==> config.mk <==
export PLATFORM = sky130hd
export DESIGN_NAME = phs_chan_stats
export DESIGN_NICKNAME = d
export VERILOG_FILES = /design/src/hw/rtl/phs_pkg.sv /design/src/hw/rtl/phs_chan_stats.sv
export SDC_FILE = /design/constraint.sdc
export NUM_CORES = 1
export LEC_CHECK = 0
export BUFFER_PORTS_ARGS = -buffer_cell sky130_fd_sc_hd__buf_4
export CORE_ASPECT_RATIO = 0.75
export CORE_MARGIN = 3
export CORE_UTILIZATION = 50
export DETAILED_ROUTE_END_ITERATION = 16
export PLACE_DENSITY = 0.79
export SETUP_SLACK_MARGIN = 0.2
export SLEW_MARGIN = 10
export SYNTH_ARGS = -nofsm -noshare
export SYNTH_HDL_FRONTEND = slang
export SYNTH_SLANG_ARGS = --single-unit
export TNS_END_PERCENT = 1
==> constraint.sdc <==
create_clock -name clk -period 5.6 [get_ports clk]
set_clock_uncertainty 0.05 [all_clocks]
set_input_delay 1.12 -clock clk [delete_from_list [all_inputs] [get_ports clk]]
set_output_delay 1.12 -clock clk [all_outputs]
set_load 0.03 [all_outputs]
==> src/hw/rtl/phs_pkg.sv <==
// Shared types and constants for the per-channel histogram statistics block.
package phs_pkg;

  // Function codes carried by each request item
  localparam logic [1:0] FUNC_CLEAR    = 2'd0;
  localparam logic [1:0] FUNC_ACC      = 2'd1;
  localparam logic [1:0] FUNC_RD_BIN   = 2'd2;
  localparam logic [1:0] FUNC_RD_STATS = 2'd3;

  localparam logic [4:0]  BPP_MIN    = 5'd8;
  localparam logic [4:0]  BPP_MAX    = 5'd16;
  localparam logic [4:0]  BPP_RESET  = 5'd8;
  localparam logic [15:0] MIN_RESET  = 16'h00FF;
  localparam logic [31:0] CNT_MAX    = 32'hFFFF_FFFF;
  localparam int          MEAN_W     = 24;

  typedef struct packed {
    logic [1:0]  func;
    logic [1:0]  channel;
    logic [15:0] pixel_value;
    logic [7:0]  bin_index;
  } phs_req_t;

  typedef struct packed {
    logic [31:0] bin_count;
    logic [15:0] min_value;
    logic [15:0] max_value;
    logic [47:0] pixel_sum;
    logic [31:0] pixel_count;
    logic [23:0] mean_q8;
  } phs_rsp_t;

  // One channel's running statistics
  typedef struct packed {
    logic [15:0] min_value;
    logic [15:0] max_value;
    logic [47:0] pixel_sum;
    logic [31:0] pixel_count;
  } phs_chan_stats_t;

  // Pixel update toward the channel statistics
  typedef struct packed {
    logic        en;
    logic [1:0]  channel;
    logic [15:0] pixel;
  } phs_upd_t;

endpackage

==> src/hw/rtl/phs_chan_stats.sv <==
// Per-channel minimum, maximum, sum and count registers.
module phs_chan_stats #(
  parameter int NUM_CHANNELS = 4
) (
  input  logic                    clk,
  input  logic                    rst,
  input  logic                    clear,
  input  logic [15:0]             clear_min,
  input  phs_pkg::phs_upd_t       upd,
  input  logic [1:0]              rd_channel,
  output phs_pkg::phs_chan_stats_t rd_stats
);
  import phs_pkg::*;

  localparam int ChW     = (NUM_CHANNELS > 1) ? $clog2(NUM_CHANNELS) : 1;
  localparam int ChSlots = 1 << ChW;

  phs_chan_stats_t stats [ChSlots];
  phs_chan_stats_t cur;
  logic [ChW-1:0]  usel;
  logic [ChW-1:0]  rsel;
  logic            rd_ok;

  assign usel  = upd.channel[ChW-1:0];
  assign rsel  = rd_channel[ChW-1:0];
  assign rd_ok = (3'(rd_channel) < 3'(NUM_CHANNELS));
  assign cur   = stats[usel];

  // Update the addressed channel, or reset every channel on clear
  always_ff @(posedge clk) begin
    if (rst) begin
      for (int c = 0; c < ChSlots; c++) begin
        stats[c] <= '{min_value: MIN_RESET, max_value: '0, pixel_sum: '0, pixel_count: '0};
      end
    end else if (clear) begin
      for (int c = 0; c < ChSlots; c++) begin
        stats[c] <= '{min_value: clear_min, max_value: '0, pixel_sum: '0, pixel_count: '0};
      end
    end else if (upd.en) begin
      if (upd.pixel > cur.max_value) begin
        stats[usel].max_value <= upd.pixel;
      end
      if (upd.pixel < cur.min_value) begin
        stats[usel].min_value <= upd.pixel;
      end
      // Freeze count and sum together once the count saturates
      if (cur.pixel_count != CNT_MAX) begin
        stats[usel].pixel_count <= cur.pixel_count + 32'd1;
        stats[usel].pixel_sum   <= cur.pixel_sum + 48'(upd.pixel);
      end
    end
  end

  // Return zeros for a channel beyond the configured count
  assign rd_stats = rd_ok ? stats[rsel] : '0;

endmodule

==> impl_metrics.json <==
{
  "hp-class": "primary input to register",
  "yosys_most_used_dff": "edfxtp_1",
  "crit_type": "primary input to register",
  "cts_resized": 0,
  "dp_hpwl_um": 40100,
  "vias": 16400,
  "synth_warnings": 0,
  "postPlaceCellArea_um2": 26520,
  "final_common_cell": "edfxtp_1",
  "worst_pin_slew_ns": 1.178,
  "cts_max_level": 2,
  "wl_per_cell_um": 25.09,
  "detail_route.first_pass.iterations": 6,
  "grt_max_degree": 81,
  "reg2reg_depth": 9,
  "hold_depth": 2,
  "largest_registers": "stats x448",
  "r2r_start": "stats[0][37]",
  "gp_congestion": 0.8555,
  "fmax_mhz": 217.1,
  "yosysUniqueCellTypes": 58,
  "slew_violations": 0,
  "cp_slowest_cell": "a211oi_1",
  "largest_reg_flops": 448,
  "layout_common_cells": "448 x edfxtp_1, 399 x nor2_1, 222 x mux4_2",
  "preCtsSetupSlack_ns": 0.4474,
  "grt_pass1_wl_um": 96650,
  "cp_num_buf_inv": 1,
  "vias_per_cell": 6.462,
  "worst-endpoint-arrival_ns": 4.86,
  "cts_made_buffers": 45,
  "avgSynthCellArea_um2": 14.14,
  "design_area_um2": 27920,
  "synth.largest_area_cell": "edfxtp_1",
  "ys_seq_area_frac": 0.5422,
  "fin_crit_sh": 0.8224,
  "totalWireLength_um": 63680,
  "synth_nets": 1843,
  "cts_buffer_depth": 3,
  "core_um2": 48870,
  "synth_area_um2": 24810,
  "slew_headroom": 0.2146,
  "postSynthCellCount": 1754,
  "status": "finished clean",
  "multiInputGateArea_um2": 10340,
  "final-seq-area_um2": 13450,
  "drive_gt1_frac": 0.2647,
  "drc": 0,
  "cpLargestDelayFamily": "compound AO/OA/AOI/OAI gates",
  "layout_setup_ws_ns": 0.9948,
  "synth_top_cell_area_share": 0.5422,
  "cap_violations": 0,
  "fin_nets": 1947,
  "grt_overflow_total": 0,
  "portBuffers": 151,
  "clk_pin_slew_worst_paths_ns": 0.06,
  "synth_seq_cells": 448,
  "start_util": 0.5077,
  "pwr_density_cell_nw_per_um2": 292.1,
  "rows": 70,
  "fp.dieH_um": 198.9,
  "setup_viol": 0,
  "hold_viol_final": 0,
  "cts.sinks": 448,
  "worstSetupStartpointType": "primary input",
  "crit_chain": "clkbuf_8 -> mux4_2 -> ha_1 -> o211ai_1 -> o21ai_0 -> o221ai_2 -> a211oi_1 -> nand3_1 -> xor2_1 -> nor2_1",
  "holdPathEnd": "stats[0][107]",
  "synthTopCellsByArea": "edfxtp_1 54%, mux4_2 20%, nor2_1 6.0%",
  "r2r_end": "stats[3][62]",
  "async_reset_ff_frac": 0,
  "cts_root_buffer": "clkbuf_16",
  "rsz0062_at_grt": "no",
  "dieArea_um2": 52360,
  "grt_pass1_vias": 16460,
  "drt-initial-drc-count": 1998,
  "syn_to_final_growth_pct": 12.52,
  "die_w_um": 263.2,
  "clock_latency_ns": 0.58,
  "nFillCells": 3768,
  "p_leak_nw": 10.06,
  "ctsHoldBuffers": 0,
  "fin_util": 0.5712,
  "grt_antenna_before_repair": 1,
  "ioPinCount": 152,
  "grtUsageTotal": 0.2406,
  "cp.required_ns": 5.85,
  "worstHoldStart": "clear_min[11]",
  "drtAntennaViolNets": 0,
  "fin_crit_ns": 4.605,
  "cts_tree": "done",
  "ir_drop_uv": 261.0,
  "synth_enable_flop_cells": 448,
  "worst_setup_path_end_kind": "register",
  "top_register": "stats",
  "post-cts-setup-buffer-count": 0,
  "slowest_delay_ns": 0.81,
  "rrSetupSlack_ns": 1.59,
  "crit_fanout": 28
}
-- layer usage --
metal / part of all wire / vias up / track usage / wire length (um)
met5: 0.0011 / - / 0.009910 / 68
met4: 0.027 / 2 / 0.07631 / 1750
met3: 0.10 / 101 / 0.06133 / 6668
met2: 0.49 / 857 / 0.3946 / 30920
met1: 0.38 / 8415 / 0.3187 / 24270
li1: - / 7026 / - / -
-- worst reg2reg max path: cells and delay by family, from the launching register on --
kind,cells,cell delay [ns]
AO/OA/AOI/OAI,4,1.75
XOR/XNOR,1,0.37
adder cells (fa/ha/maj),1,0.37
flip-flops,1,0.41
multiplexers,1,0.48
AND/OR/NAND/NOR,2,0.29
-- how the worst max path moves through the flow --
stage / from / end / cells after the start
global placement: upd[16] / stats[2][108] / 13
global route: upd[16] / stats[2][62] / 10
finish: upd[16] / stats[3][62] / 10
detailed placement: upd[16] / stats[2][108] / 13
CTS: upd[16] / stats[2][110] / 13
floorplan: upd[16] / stats[1][0] / 12
-- power breakdown --
part           internal (mW)  total (mW)  switching (mW)
logic                  0.502        1.28           0.776
registers               3.87        3.95          0.0804
clock network           1.68        2.93            1.25
-- cell families after synthesis --
logic type      after synthesis  synth area share
compound gates              152           0.04599
fa+ha+maj                    49           0.02501
buf+inv                     191           0.04382
mux                         224            0.2036
simple gates                615            0.1128
xor+xnor                     75           0.02648
flops                       448            0.5422
-- layout make-up --
type                            instances  share of cell area
Antenna cell                            1          0.00008964
Clock buffer                           59             0.04298
Clock inverter                         19            0.006902
Inverter                               47            0.006319
Multi-Input combinational cell       1115              0.3703
Sequential cell                       448              0.4819
Tap cell                              648             0.02904
Timing Repair Buffer                  201             0.06248
-- through the flow --
step / setup TNS, ns / hold WS [ns] / power, mW / instances
floorplan: -52.35 / 0.7583 / 4.864 / 1754
global placement: 0 / 0.7905 / 5.242 / 2459
detailed placement: 0 / 0.8143 / 5.282 / 2459
CTS: 0 / 0.7990 / 8.198 / 2537
global route: 0 / 0.8193 / 8.420 / 2537
finish: 0 / 0.8202 / 8.155 / 2538
-- synthesized netlist by cell type (2+ instances only) --
cell type / number
a31oi_1: 3
nor3b_1: 2
buf_2: 20
edfxtp_1: 448
and4_1: 7
clkbuf_1: 47
buf_1: 19
o21ai_0: 16
nor2b_1: 5
o31ai_1: 3
nor2_1: 399
nand2_1: 38
buf_8: 4
a21o_1: 11
and2_1: 9
nand2_8: 4
inv_1: 46
a211oi_1: 4
o211ai_1: 3
o21a_1: 3
xnor2_1: 32
xor2_1: 43
o22a_1: 28
a22o_1: 32
and3_1: 19
nand3_1: 28
ha_1: 48
buf_4: 3
a21boi_0: 5
nand4_1: 84
clkbuf_2: 15
nand2b_1: 3
buf_6: 36
a21oi_1: 31
mux4_2: 222
nor3_1: 11
mux4_1: 2
(Power assumes the default switching activity.)
