===== config.mk =====
export PLATFORM = sky130hd
export DESIGN_NAME = phs_mean_div
export DESIGN_NICKNAME = d
export VERILOG_FILES = /design/src/hw/rtl/phs_pkg.sv /design/src/hw/rtl/phs_mean_div.sv
export SDC_FILE = /design/constraint.sdc
export NUM_CORES = 1
export LEC_CHECK = 0
export ABC_AREA = 1
export BUFFER_PORTS_ARGS = -buffer_cell sky130_fd_sc_hd__clkbuf_2
export CAP_MARGIN = 0
export CORE_MARGIN = 2
export CORE_UTILIZATION = 40
export DETAILED_ROUTE_END_ITERATION = 12
export GPL_ROUTABILITY_DRIVEN = 0
export PLACE_DENSITY = 0.68
export SYNTH_ARGS = -nofsm -noshare
export SYNTH_HDL_FRONTEND = slang
export SYNTH_SLANG_ARGS = --single-unit
export TNS_END_PERCENT = 10

===== constraint.sdc =====
create_clock -name clk -period 4 [get_ports clk]
set_clock_uncertainty 0.2 [all_clocks]
set_input_delay 0.8 -clock clk [delete_from_list [all_inputs] [get_ports clk]]
set_output_delay 0.8 -clock clk [all_outputs]
set_load 0.01 [all_outputs]

===== src/hw/rtl/phs_pkg.sv =====
// Shared types and constants for the per-channel histogram statistics block.
package phs_pkg;

  // Function codes carried by each request item
  localparam logic [1:0] FUNC_CLEAR    = 2'd0;
  localparam logic [1:0] FUNC_ACC      = 2'd1;
  localparam logic [1:0] FUNC_RD_BIN   = 2'd2;
  localparam logic [1:0] FUNC_RD_STATS = 2'd3;

  localparam logic [4:0]  BPP_MIN    = 5'd8;
  localparam logic [4:0]  BPP_MAX    = 5'd16;
  localparam logic [4:0]  BPP_RESET  = 5'd8;
  localparam logic [15:0] MIN_RESET  = 16'h00FF;
  localparam logic [31:0] CNT_MAX    = 32'hFFFF_FFFF;
  localparam int          MEAN_W     = 24;

  typedef struct packed {
    logic [1:0]  func;
    logic [1:0]  channel;
    logic [15:0] pixel_value;
    logic [7:0]  bin_index;
  } phs_req_t;

  typedef struct packed {
    logic [31:0] bin_count;
    logic [15:0] min_value;
    logic [15:0] max_value;
    logic [47:0] pixel_sum;
    logic [31:0] pixel_count;
    logic [23:0] mean_q8;
  } phs_rsp_t;

  // One channel's running statistics
  typedef struct packed {
    logic [15:0] min_value;
    logic [15:0] max_value;
    logic [47:0] pixel_sum;
    logic [31:0] pixel_count;
  } phs_chan_stats_t;

  // Pixel update toward the channel statistics
  typedef struct packed {
    logic        en;
    logic [1:0]  channel;
    logic [15:0] pixel;
  } phs_upd_t;

endpackage


===== src/hw/rtl/phs_mean_div.sv =====
// Iterative restoring divider for the Q8 mean, one quotient bit per cycle.
module phs_mean_div (
  input  logic        clk,
  input  logic        rst,
  input  logic        start,
  input  logic [47:0] sum,
  input  logic [31:0] count,
  input  logic        ack,
  output logic        busy,
  output logic        done,
  output logic [23:0] quotient
);
  import phs_pkg::*;

  localparam int StepW = $clog2(MEAN_W);

  logic             run;
  logic [StepW-1:0] step;
  logic [31:0]      rem;
  logic [23:0]      lo;
  logic [31:0]      divisor;
  logic [32:0]      trial;
  logic [32:0]      diff;
  logic             qbit;

  // Shift in the next dividend bit and try a subtract
  assign trial = {rem, lo[23]};
  assign diff  = trial - {1'b0, divisor};
  assign qbit  = ~diff[32];

  // Sequence the steps and hold the result until taken
  always_ff @(posedge clk) begin
    if (rst) begin
      run  <= 1'b0;
      done <= 1'b0;
      step <= '0;
    end else if (start) begin
      run  <= 1'b1;
      done <= 1'b0;
      step <= StepW'(MEAN_W - 1);
    end else if (run) begin
      step <= step - 1'b1;
      if (step == '0) begin
        run  <= 1'b0;
        done <= 1'b1;
      end
    end else if (done && ack) begin
      done <= 1'b0;
    end
  end

  // Datapath: the dividend is sum shifted up by eight fraction bits
  always_ff @(posedge clk) begin
    if (start) begin
      rem      <= sum[47:16];
      lo       <= {sum[15:0], 8'h00};
      divisor  <= count;
      quotient <= '0;
    end else if (run) begin
      rem      <= qbit ? diff[31:0] : trial[31:0];
      lo       <= {lo[22:0], 1'b0};
      quotient <= {quotient[22:0], qbit};
    end
  end

  assign busy = run | done;

endmodule


==> results of run 1 <==
==> synthesized netlist by cell type (3+ instances only) <==
library cell and instances:
inv_1 218, nor2_1 40, clkbuf_1 11, inv_2 5, nor2_2 4, xnor2_1 7
dfxtp_1 31, nand3b_1 14, nand4_1 7, a21oi_1 23, o21bai_1 7, edfxtp_1 80
nand3_2 7, nor3_1 7, and2_1 3, nand2_4 5, ha_1 34, o21ai_0 4
nand2_1 384, o22ai_1 23, nand3_1 82, buf_4 6, nand2_2 28
==> registers in the layout, summed over array words and instances, names as in the netlist <==
name	count
divisor	32
done	1
lo	16
quotient	24
rem	32
run	1
step	5
==> cell type report <==
type	instances	area, sq um	share of cell area
Multi-Input combinational cell	696	3550	0.412
Sequential cell	111	3020	0.351
Inverter	223	837	0.0971
Timing Repair Buffer	113	591	0.0685
Tap cell	234	293	0.0340
Clock buffer	9	225	0.0261
Clock inverter	7	104	0.0120
==> final timing paths <==
| check | startpoint | end | slack [ns] | cells after the start |
|---|---|---|---|---|
| worst max-delay path | rem[4] | rem[1] | 1.11 | 13 |
| worst min-delay path | step[4] | step[4] | 0.27 | 2 |
| worst max register to register | rem[4] | rem[1] | 1.11 | 13 |
| worst min register to register | step[4] | step[4] | 0.27 | 2 |
==> metrics by stage <==
step | setup slack (ns) | utilization | cells
after global routing | 0.842 | 0.464 | 1393
after global placement | 1.20 | 0.446 | 1377
after CTS | 1.10 | 0.464 | 1393
final | 1.11 | 0.464 | 1393
after floorplan | 0.611 | - | 1052
after detailed placement | 1.11 | 0.446 | 1377
==> power by group through the flow <==
stage / combinational (mW) / sequential [mW] / clock, mW
2_1_floorplan: 1.43 / 1.47 / 0
3_3_place_gp: 1.78 / 1.48 / 0
3_5_place_dp: 1.80 / 1.49 / 0
4_1_cts: 1.81 / 1.46 / 1.04
5_1_grt: 2.07 / 1.47 / 1.08
6_report: 1.81 / 1.46 / 1.02
==> worst max-delay path, stage by stage, from the launching register on <==
cell	delay [ns]
edfxtp_1	0.41
ha_1	0.38
nand2_1	0.11
nand2_1	0.09
a21oi_2	0.17
nand2_2	0.11
nand2_2	0.10
nand2_4	0.06
nand2_4	0.09
nand3_2	0.33
nand2_4	0.37
nand2_1	0.08
nand3_1	0.08
nand2_1	0.06
==> kinds of logic (layout without fill, tap and decap cells) <==
| logic type | after synthesis | count (layout) |
|---|---|---|
| AO/OA/AOI/OAI | 67 | 67 |
| XOR/XNOR | 9 | 9 |
| adder cells (fa/ha/maj) | 35 | 35 |
| buffers and inverters | 245 | 352 |
| flip-flops | 111 | 111 |
| AND/OR/NAND/NOR | 585 | 585 |
==> cells in the final DEF (no fill, tap or decap), drive strengths merged, types with 23 or more instances in the layout <==
cell	instances
dfxtp	31
nor2	44
a21oi	27
edfxtp	80
inv	230
ha	34
clkbuf	117
nand2	419
nand3	90
o22ai	23
==> routing by layer <==
metal | global-route usage | share of wire | up-vias | wire, um
met4 | 0.0558 | 0.018 | 0 | 330
met2 | 0.319 | 0.46 | 181 | 8510
li1 | - | - | 3484 | -
met5 | 0 | 0 | - | 0
met3 | 0.0503 | 0.069 | 19 | 1280
met1 | 0.246 | 0.46 | 2976 | 8570
==> key figures, run 1 <==
Timing
  – Slew headroom: 0.519
  – Final count of negative-setup-slack endpoints: 0
  – Actual slew at the worst max-slew pin: 0.720 ns
  – Max Clk Rate: 346 MHz
  – Fin. max-slew vios: 0
  – Crit path time final: 2.89 ns
  – Setup tns final: 0 ns
  – Final count of hold timing violations: 0
  – RSZ-0062 raised after global routing: false
  – Worst hold slack: 0.273 ns
  – Fin crit share: 0.723

Critical path
  – WS Path Type: flop to flop
  – CP Data Arrival Time: 2.83 ns
  – Critical path peak fanout: 15
  – CP required: 3.94 ns
  – CP Launch Type: flop
  – Crit end category: flop

Final layout
  – Synth-to-layout area growth: 14.2%
  – Fin area: 0.00862 sq mm
  – Nets: 1273
  – Number of diodes: 0
  – Fillers: 1896
  – Share of layout cells above drive strength 1: 0.160

Routing
  – Final wirelength: 18700 um
  – Residual DRC count: 0
  – DRT Pass-1 Iters: 5
  – Wire per inst: 13.4 um
  – Via-to-Cell Ratio: 4.78
  – Antenna Nets Post-Route: 0
  – 1st-iter DRT viols: 405
  – Vias: 6660

Pwr
  – Switch share: 0.418
  – Internal power: 2.50 mW
  – PwrDens: 498 mW/mm^2
  – Switching power: 1.79 mW
  – Comb power frac: 0.423
  – Max VDD drop: 0.000259 V
  – Leakage: 4.63 nW
  – Final Power: 4.29 mW
  – Clock power share: 0.237
  – Flop pwr share: 0.340

Clock tree
  – Clk sinks: 111
  – Hold Buf Count CTS: 0
  – CTS Root Cell: clkbuf_16
  – CTS tree: yes
  – Worst skew pair latency: 0.38 ns
  – Max Buffers Root-to-Sink: 2
  – CTS H-tree depth: 3
  – Worst-path clk slew: 0.10 ns
  – Post-CTS Setup Bufs: 0
  – Post_cts resized: 0
  – CTS buffer count: 9

Status
  – Status: finished, final reports clean

Synthesis
  – Biggest area consumer among synthesized cells: edfxtp_1
  – Synth Register Bits: 111
  – XOR/XNOR share of the synthesized area: 0.0104
  – Post-Syn Area: 0.00755 sq mm
  – Post-synthesis sequential area ratio: 0.401
  – Mux contribution to synthesized area: 0
  – Synth Area in Simple Gates: 0.344
  – Synth area leaders: edfxtp_1, nand2_1, inv_1
  – Post-synth EDFFs: 80
  – Top cell type's share of synthesized area: 0.318
  – Adder-cell share of the synthesized area: 0.0590
  – Post-synth cell types: 38
  – Synth async-reset ratio: 0
  – Main synth FF type: edfxtp_1
  – Post-Syn Instances: 1052
  – Main combinational cell family by area after synthesis: simple AND/OR/NAND/NOR gates
  – Compound-Gate Fraction of Synth Area: 0.0567
  – Synth Area per Inst: 7.17 sq um
  – YS warnings: 0
  – Syn nets: 1171

Flow run
  – MaxCap Viol Count: 0

GRT
  – Initial antenna violation count: 0
  – GR Util All Layers: 0.192
  – Largest net degree at the start of global routing: 46
  – Global-route wire length before repair: 30700 um
  – Vias in the first global route: 6445
  – Global route overflow: 0

Placed design
  – DPL Wire Length: 14400 um
  – Placed Area: 0.00829 sq mm
  – PortBufs: 109

Floorplan
  – Die X: 141 um
  – Starting Density: 0.406
  – Full die area: 0.0200 sq mm
  – Io pins: 110
  – Core area: 0.0186 sq mm
  – Site row count: 50
  – Die Y: 141 um

Worst hold path
  – Min-delay worst type: flop to flop
No activity file was read; power rests on OpenSTA's default activity.
==> inputs of run 2 (changes only) <==
- ABC_AREA: 1 -> 0
- PLACE_DENSITY: 0.68 -> 0.69
- clock period: 4 -> 2.9 ns (I/O delays scaled with it)
==> key figures, run 2 <==
Flow run
  – MaxCap Viol Count: 0

Pwr
  – Max VDD drop: 0.000389 V
  – Leakage: 3.73 nW
  – PwrDens: 820 mW/mm^2

Critical path
  – CP delay by family, top: compound AO/OA/AOI/OAI gates
  – R2R Path Start: divisor[0]
  – CP Launch Type: flop
  – Critical Path Source: divisor[0]
  – Reg-to-Reg End: rem[8]
  – R2R Setup Slk: -0.36 ns
  – Cells along the critical path: ha_4 > fa_2 > nand2b_4 > a21o_1 > a21oi_2 > a31o_1 > o21a_4 > a41o_1 > buf_6 > nor2_4 > bufbuf_16 > mux2i_1 > o21ai_1
  – CP max stage cell: edfxtp_1
  – WP buf/inv: 2
  – CP required: 2.81 ns
  – Largest stage delay on the critical path: 0.43 ns
  – Worst r2r path cells: 13
  – Critical path peak fanout: 5
  – CP Data Arrival Time: 3.17 ns
  – WS Path Type: flop to flop
  – Crit end category: flop

Synthesis
  – Main synth FF type: edfxtp_1
  – Synth area leaders: edfxtp_1, dfxtp_1, ha_1
  – Commonest cells in the netlist: edfxtp_1, a21oi_1, nand2_1
  – Biggest area consumer among synthesized cells: edfxtp_1
  – Most frequent cell after synthesis: edfxtp_1
  – Syn nets: 738
  – Top cell type's share of synthesized area: 0.377
  – Synth async-reset ratio: 0
  – YS warnings: 0
  – Synth Register Bits: 111
  – Post-Syn Instances: 619
  – Post-synth cell types: 61
  – Synth Area per Inst: 10.3 sq um
  – Post-Syn Area: 0.00638 sq mm
  – Post-synthesis sequential area ratio: 0.474
  – Post-synth EDFFs: 80

Worst hold path
  – Min-delay worst type: primary input to flop
  – Endpoint, Worst Hold: divisor[27]
  – Hold path depth: 1
  – Hold Crit Start: count[27]

Routing
  – Residual DRC count: 0
  – 1st-iter DRT viols: 278
  – Final wirelength: 15700 um
  – DRT Pass-1 Iters: 5
  – Antenna Nets Post-Route: 0
  – Vias: 5312
  – Wire per inst: 14.9 um
  – Via-to-Cell Ratio: 5.06

Status
  – Status: complete, but fails checks
  – Failing checks: negative setup slack

Timing
  – Max Clk Rate: 307 MHz
  – Final worst slack: -0.358 ns
  – Worst hold slack: 0.177 ns
  – Slew headroom: 0.675
  – Final count of negative-setup-slack endpoints: 33
  – Fin crit share: 1.12
  – Final count of hold timing violations: 0
  – Actual slew at the worst max-slew pin: 0.486 ns
  – RSZ-0062 raised after global routing: true
  – Crit path time final: 3.26 ns
  – Fin. max-slew vios: 0

Placed design
  – Placed Area: 0.00794 sq mm
  – PortBufs: 109
  – DPL Wire Length: 11200 um

Floorplan
  – Site row count: 46
  – Starting Density: 0.406
  – Die Y: 130 um
  – Io pins: 110
  – Core area: 0.0157 sq mm
  – Full die area: 0.0170 sq mm
  – Die X: 130 um

Clock tree
  – Clk sinks: 111
  – Max Buffers Root-to-Sink: 2
  – CTS tree: yes
  – CTS Root Cell: clkbuf_16
  – Hold Buf Count CTS: 0
  – Worst-path clk slew: 0.09 ns
  – CTS H-tree depth: 3
  – CTS buffer count: 9
  – Worst skew pair latency: 0.37 ns

GRT
  – Initial antenna violation count: 0
  – Global route overflow: 0
  – GR Util All Layers: 0.187
  – Vias in the first global route: 5208
  – Global-route wire length before repair: 24800 um
  – Largest net degree at the start of global routing: 45

Final layout
  – Synth-to-layout area growth: 32.9%
  – Most common cell after layout, fill and taps aside: clkbuf_2
  – Number of diodes: 0
  – Share of layout cells above drive strength 1: 0.361
  – Nets: 948
  – Fin area: 0.00848 sq mm
  – Most frequent cells in the layout: clkbuf_2, buf_4, edfxtp_1
  – Largest registers: divisor x32, rem x32, quotient x24
run 2: changes by cell type in the layout (fill, tap and decap cells not counted), sizes merged, moves of 40 or more:
cell   previous run  this run
nand3            90         6
o21ai             4        47
buf               5       117
inv             230        48
nand2           419        51
mux2i             0        40
run 2: power breakdown:
part	internal (mW)	switching, mW	total (mW)
clock network	0.589	0.614	1.20
registers	1.98	0.142	2.12
logic	1.90	1.72	3.62
total	4.47	2.47	6.95
run 2: layout make-up:
cell class	instances	area, sq um
clock buffers	10	229
fillers	1393	7240
inverters	45	169
clock inverters	6	41.3
repair buffers	226	1520
multi-input cells	436	3230
flip-flops and latches	111	3020
well taps	216	270
run 2: repair_timing:
item                                    4_1_cts  5_1_grt
endpoints found under the setup margin       33       33
setup buffers                                 5        5
resized for setup                            15       24
pin swaps                                     8       18
cloned                                        2        0
run 2: worst reg2reg max path: stages (launching register included):
cell and delay [ns]:
edfxtp_1 0.43, ha_4 0.19, fa_2 0.33, nand2b_4 0.15, a21o_1 0.20, a21oi_2 0.18, a31o_1 0.23, o21a_4 0.17
a41o_1 0.21, buf_6 0.13, nor2_4 0.06, bufbuf_16 0.30, mux2i_1 0.16, o21ai_1 0.07
run 2: cells by family after synthesis:
kind of cell	count (synthesis)	synth area share
mux	58	0.0946
xor+xnor	27	0.0371
simple gates	153	0.111
flops	111	0.474
fa+ha+maj	35	0.0699
buf+inv	73	0.0494
compound gates	162	0.164
run 2: worst max path at each step:
stage	endpoint	slack, ns	depth (start not counted)
2_1_floorplan	rem[1]	-0.21	13
3_3_place_gp	rem[15]	-0.35	13
3_5_place_dp	rem[27]	-0.41	13
4_1_cts	rem[21]	-0.36	14
5_1_grt	rem[13]	-0.49	14
6_report	rem[8]	-0.36	13
run 2: stage by stage:
| step | power [mW] | instances | util | TNS, ns | worst slack, ns |
|---|---|---|---|---|---|
| 6_report | 6.95 | 1050 | 0.539 | -9.71 | -0.358 |
| 5_1_grt | 7.38 | 1050 | 0.539 | -13.21 | -0.494 |
| 2_1_floorplan | 4.18 | 619 | - | -2.88 | -0.210 |
| 3_3_place_gp | 5.26 | 1022 | 0.505 | -8.85 | -0.351 |
| 4_1_cts | 6.79 | 1045 | 0.531 | -9.52 | -0.356 |
| 3_5_place_dp | 5.29 | 1022 | 0.505 | -10.91 | -0.410 |
run 2: routing by layer:
layer	vias to the layer above	global-route usage	part of all wire
met2	154	0.305	0.46
met5	-	0	0
met3	24	0.0574	0.066
li1	2669	-	-
met1	2465	0.239	0.46
met4	0	0.0601	0.017
==> inputs of run 3 (changes only) <==
- CTS_CLUSTER_SIZE: unset -> 16
- GPL_TIMING_DRIVEN: unset -> 0
- clock period: 2.9 -> 3.81 ns (I/O delays scaled with it)
==> key figures, run 3 (synthesis results as in run 2) <==
Floorplan
  – Full die area: 0.0170 sq mm
  – Io pins: 110
  – Die X: 130 um
  – Starting Density: 0.406
  – Die Y: 130 um
  – Site row count: 46
  – Core area: 0.0157 sq mm

Timing
  – Fin. max-slew vios: 0
  – Slew headroom: 0.366
  – Crit path time final: 3.64 ns
  – Worst hold slack: 0.313 ns
  – Actual slew at the worst max-slew pin: 0.952 ns
  – Max Clk Rate: 275 MHz
  – Final count of negative-setup-slack endpoints: 0
  – Final worst slack: 0.169 ns
  – Final count of hold timing violations: 0
  – Fin crit share: 0.956

Critical path
  – R2R Path Start: lo[23]
  – Crit end category: flop
  – Largest stage delay on the critical path: 0.51 ns
  – Worst r2r path cells: 14
  – WP buf/inv: 3
  – CP delay by family, top: compound AO/OA/AOI/OAI gates
  – Reg-to-Reg End: rem[1]
  – Cells along the critical path: inv_1 > ha_1 > fa_2 > nand2b_1 > a21o_1 > a21oi_1 > a31o_2 > o21a_4 > o41ai_4 > or2_1 > buf_6 > buf_8 > o21ai_1 > mux2_2
  – Critical path peak fanout: 10
  – WP depth: 14
  – CP Launch Type: flop
  – R2R Setup Slk: 0.17 ns
  – CP max stage cell: o41ai_4
  – WS Path Type: flop to flop
  – CP required: 3.74 ns
  – CP Data Arrival Time: 3.57 ns

Worst hold path
  – Endpoint, Worst Hold: quotient[23]
  – Hold Crit Start: quotient[23]
  – Min-delay worst type: flop to flop
  – Hold path depth: 2

GRT
  – GR Util All Layers: 0.188
  – Initial antenna violation count: 0
  – Global route overflow: 0
  – Global-route wire length before repair: 24400 um
  – Vias in the first global route: 4909
  – Largest net degree at the start of global routing: 49

Clock tree
  – CTS tree: yes
  – Max Buffers Root-to-Sink: 2
  – Hold Buf Count CTS: 0
  – CTS buffer count: 9
  – Worst-path clk slew: 0.08 ns
  – CTS H-tree depth: 3
  – Clk sinks: 111
  – Worst skew pair latency: 0.37 ns
  – CTS Root Cell: clkbuf_16

Routing
  – 1st-iter DRT viols: 316
  – Vias: 4899
  – DRT Pass-1 Iters: 4
  – Via-to-Cell Ratio: 5.09
  – Final wirelength: 15100 um
  – Wire per inst: 15.7 um
  – Residual DRC count: 0
  – Antenna Nets Post-Route: 0

Placed design
  – DPL Wire Length: 10900 um
  – PortBufs: 109
  – Post-Place Worst Slack: -0.518 ns

Final layout
  – Largest registers: divisor x32, rem x32, quotient x24
  – Most frequent cells in the layout: clkbuf_2, edfxtp_1, a21oi_1
  – Synth-to-layout area growth: 17.9%
  – Number of diodes: 0
  – Fillers: 1521
  – Share of layout cells above drive strength 1: 0.229
  – Most common cell after layout, fill and taps aside: clkbuf_2
  – Nets: 860

Pwr
  – Final Power: 4.56 mW
  – Max VDD drop: 0.000327 V
  – PwrDens: 606 mW/mm^2
  – Leakage: 3.21 nW

Status
  – Status: finished, final reports clean

Flow run
  – MaxCap Viol Count: 0
[run 3: cell types whose count changed in the layout (fill, tap and decap cells not counted), moves of 5 or more]
cell / before / now
a21oi_1: 40 / 52
a21oi_2: 11 / 1
buf_2: 0 / 5
buf_4: 106 / 2
clkbuf_1: 1 / 14
ha_1: 28 / 34
ha_4: 6 / 0
[run 3: where the power goes]
group / internal [mW] / switching [mW] / leakage [nW]
logic: 0.882 / 1.12 / 2.01
clock network: 0.461 / 0.490 / 0.146
registers: 1.51 / 0.0915 / 1.05
total: 2.85 / 1.71 / 3.21
[run 3: cell type report]
type,instances,area (sq um),area share
Buffer,28,154,0.0205
Multi-Input combinational cell,435,3050,0.406
Tap cell,216,270,0.0360
Inverter,45,169,0.0225
Clock inverter,7,66.3,0.00882
Clock buffer,9,225,0.0300
Timing Repair Buffer,111,561,0.0746
Sequential cell,111,3020,0.402
[run 3: per-layer routing]
metal  global-route usage  up-vias  share of wire
met5                    0        -              0
met3               0.0681       19          0.098
met2                0.292      133           0.44
met1                0.244     2262           0.44
li1                     -     2485              -
met4               0.0645        0          0.017
[run 3: timing repair]
item | CTS | global route
endpoints found under the setup margin | 61 | 15
setup buffers | 0 | 2
gates cloned | 0 | 0
resized for setup | 2 | 4
pin swaps | 0 | 3
[run 3: worst max-delay path by stage]
stage / start / to / slack (ns)
floorplan: lo[23] / rem[1] / 0.59
global placement: start / rem[23] / -0.46
detailed placement: start / rem[25] / -0.52
CTS: lo[23] / rem[1] / 0.11
global route: lo[23] / rem[1] / -0.01
finish: lo[23] / rem[1] / 0.17
[run 3: stage by stage]
step           utilization  cell area (sq um)  instances  setup TNS [ns]
2_1_floorplan            -               6380        619               0
3_3_place_gp         0.458               7190        944          -21.76
3_5_place_dp         0.458               7190        944          -24.70
4_1_cts              0.477               7490        960               0
5_1_grt              0.478               7520        962         -0.0102
6_report             0.478               7520        962               0
[run 3: worst min-delay path: stages, from the launching register on]
cell     delay [ns]
dfxtp_1        0.34
mux2i_1        0.07
nor2_1         0.07
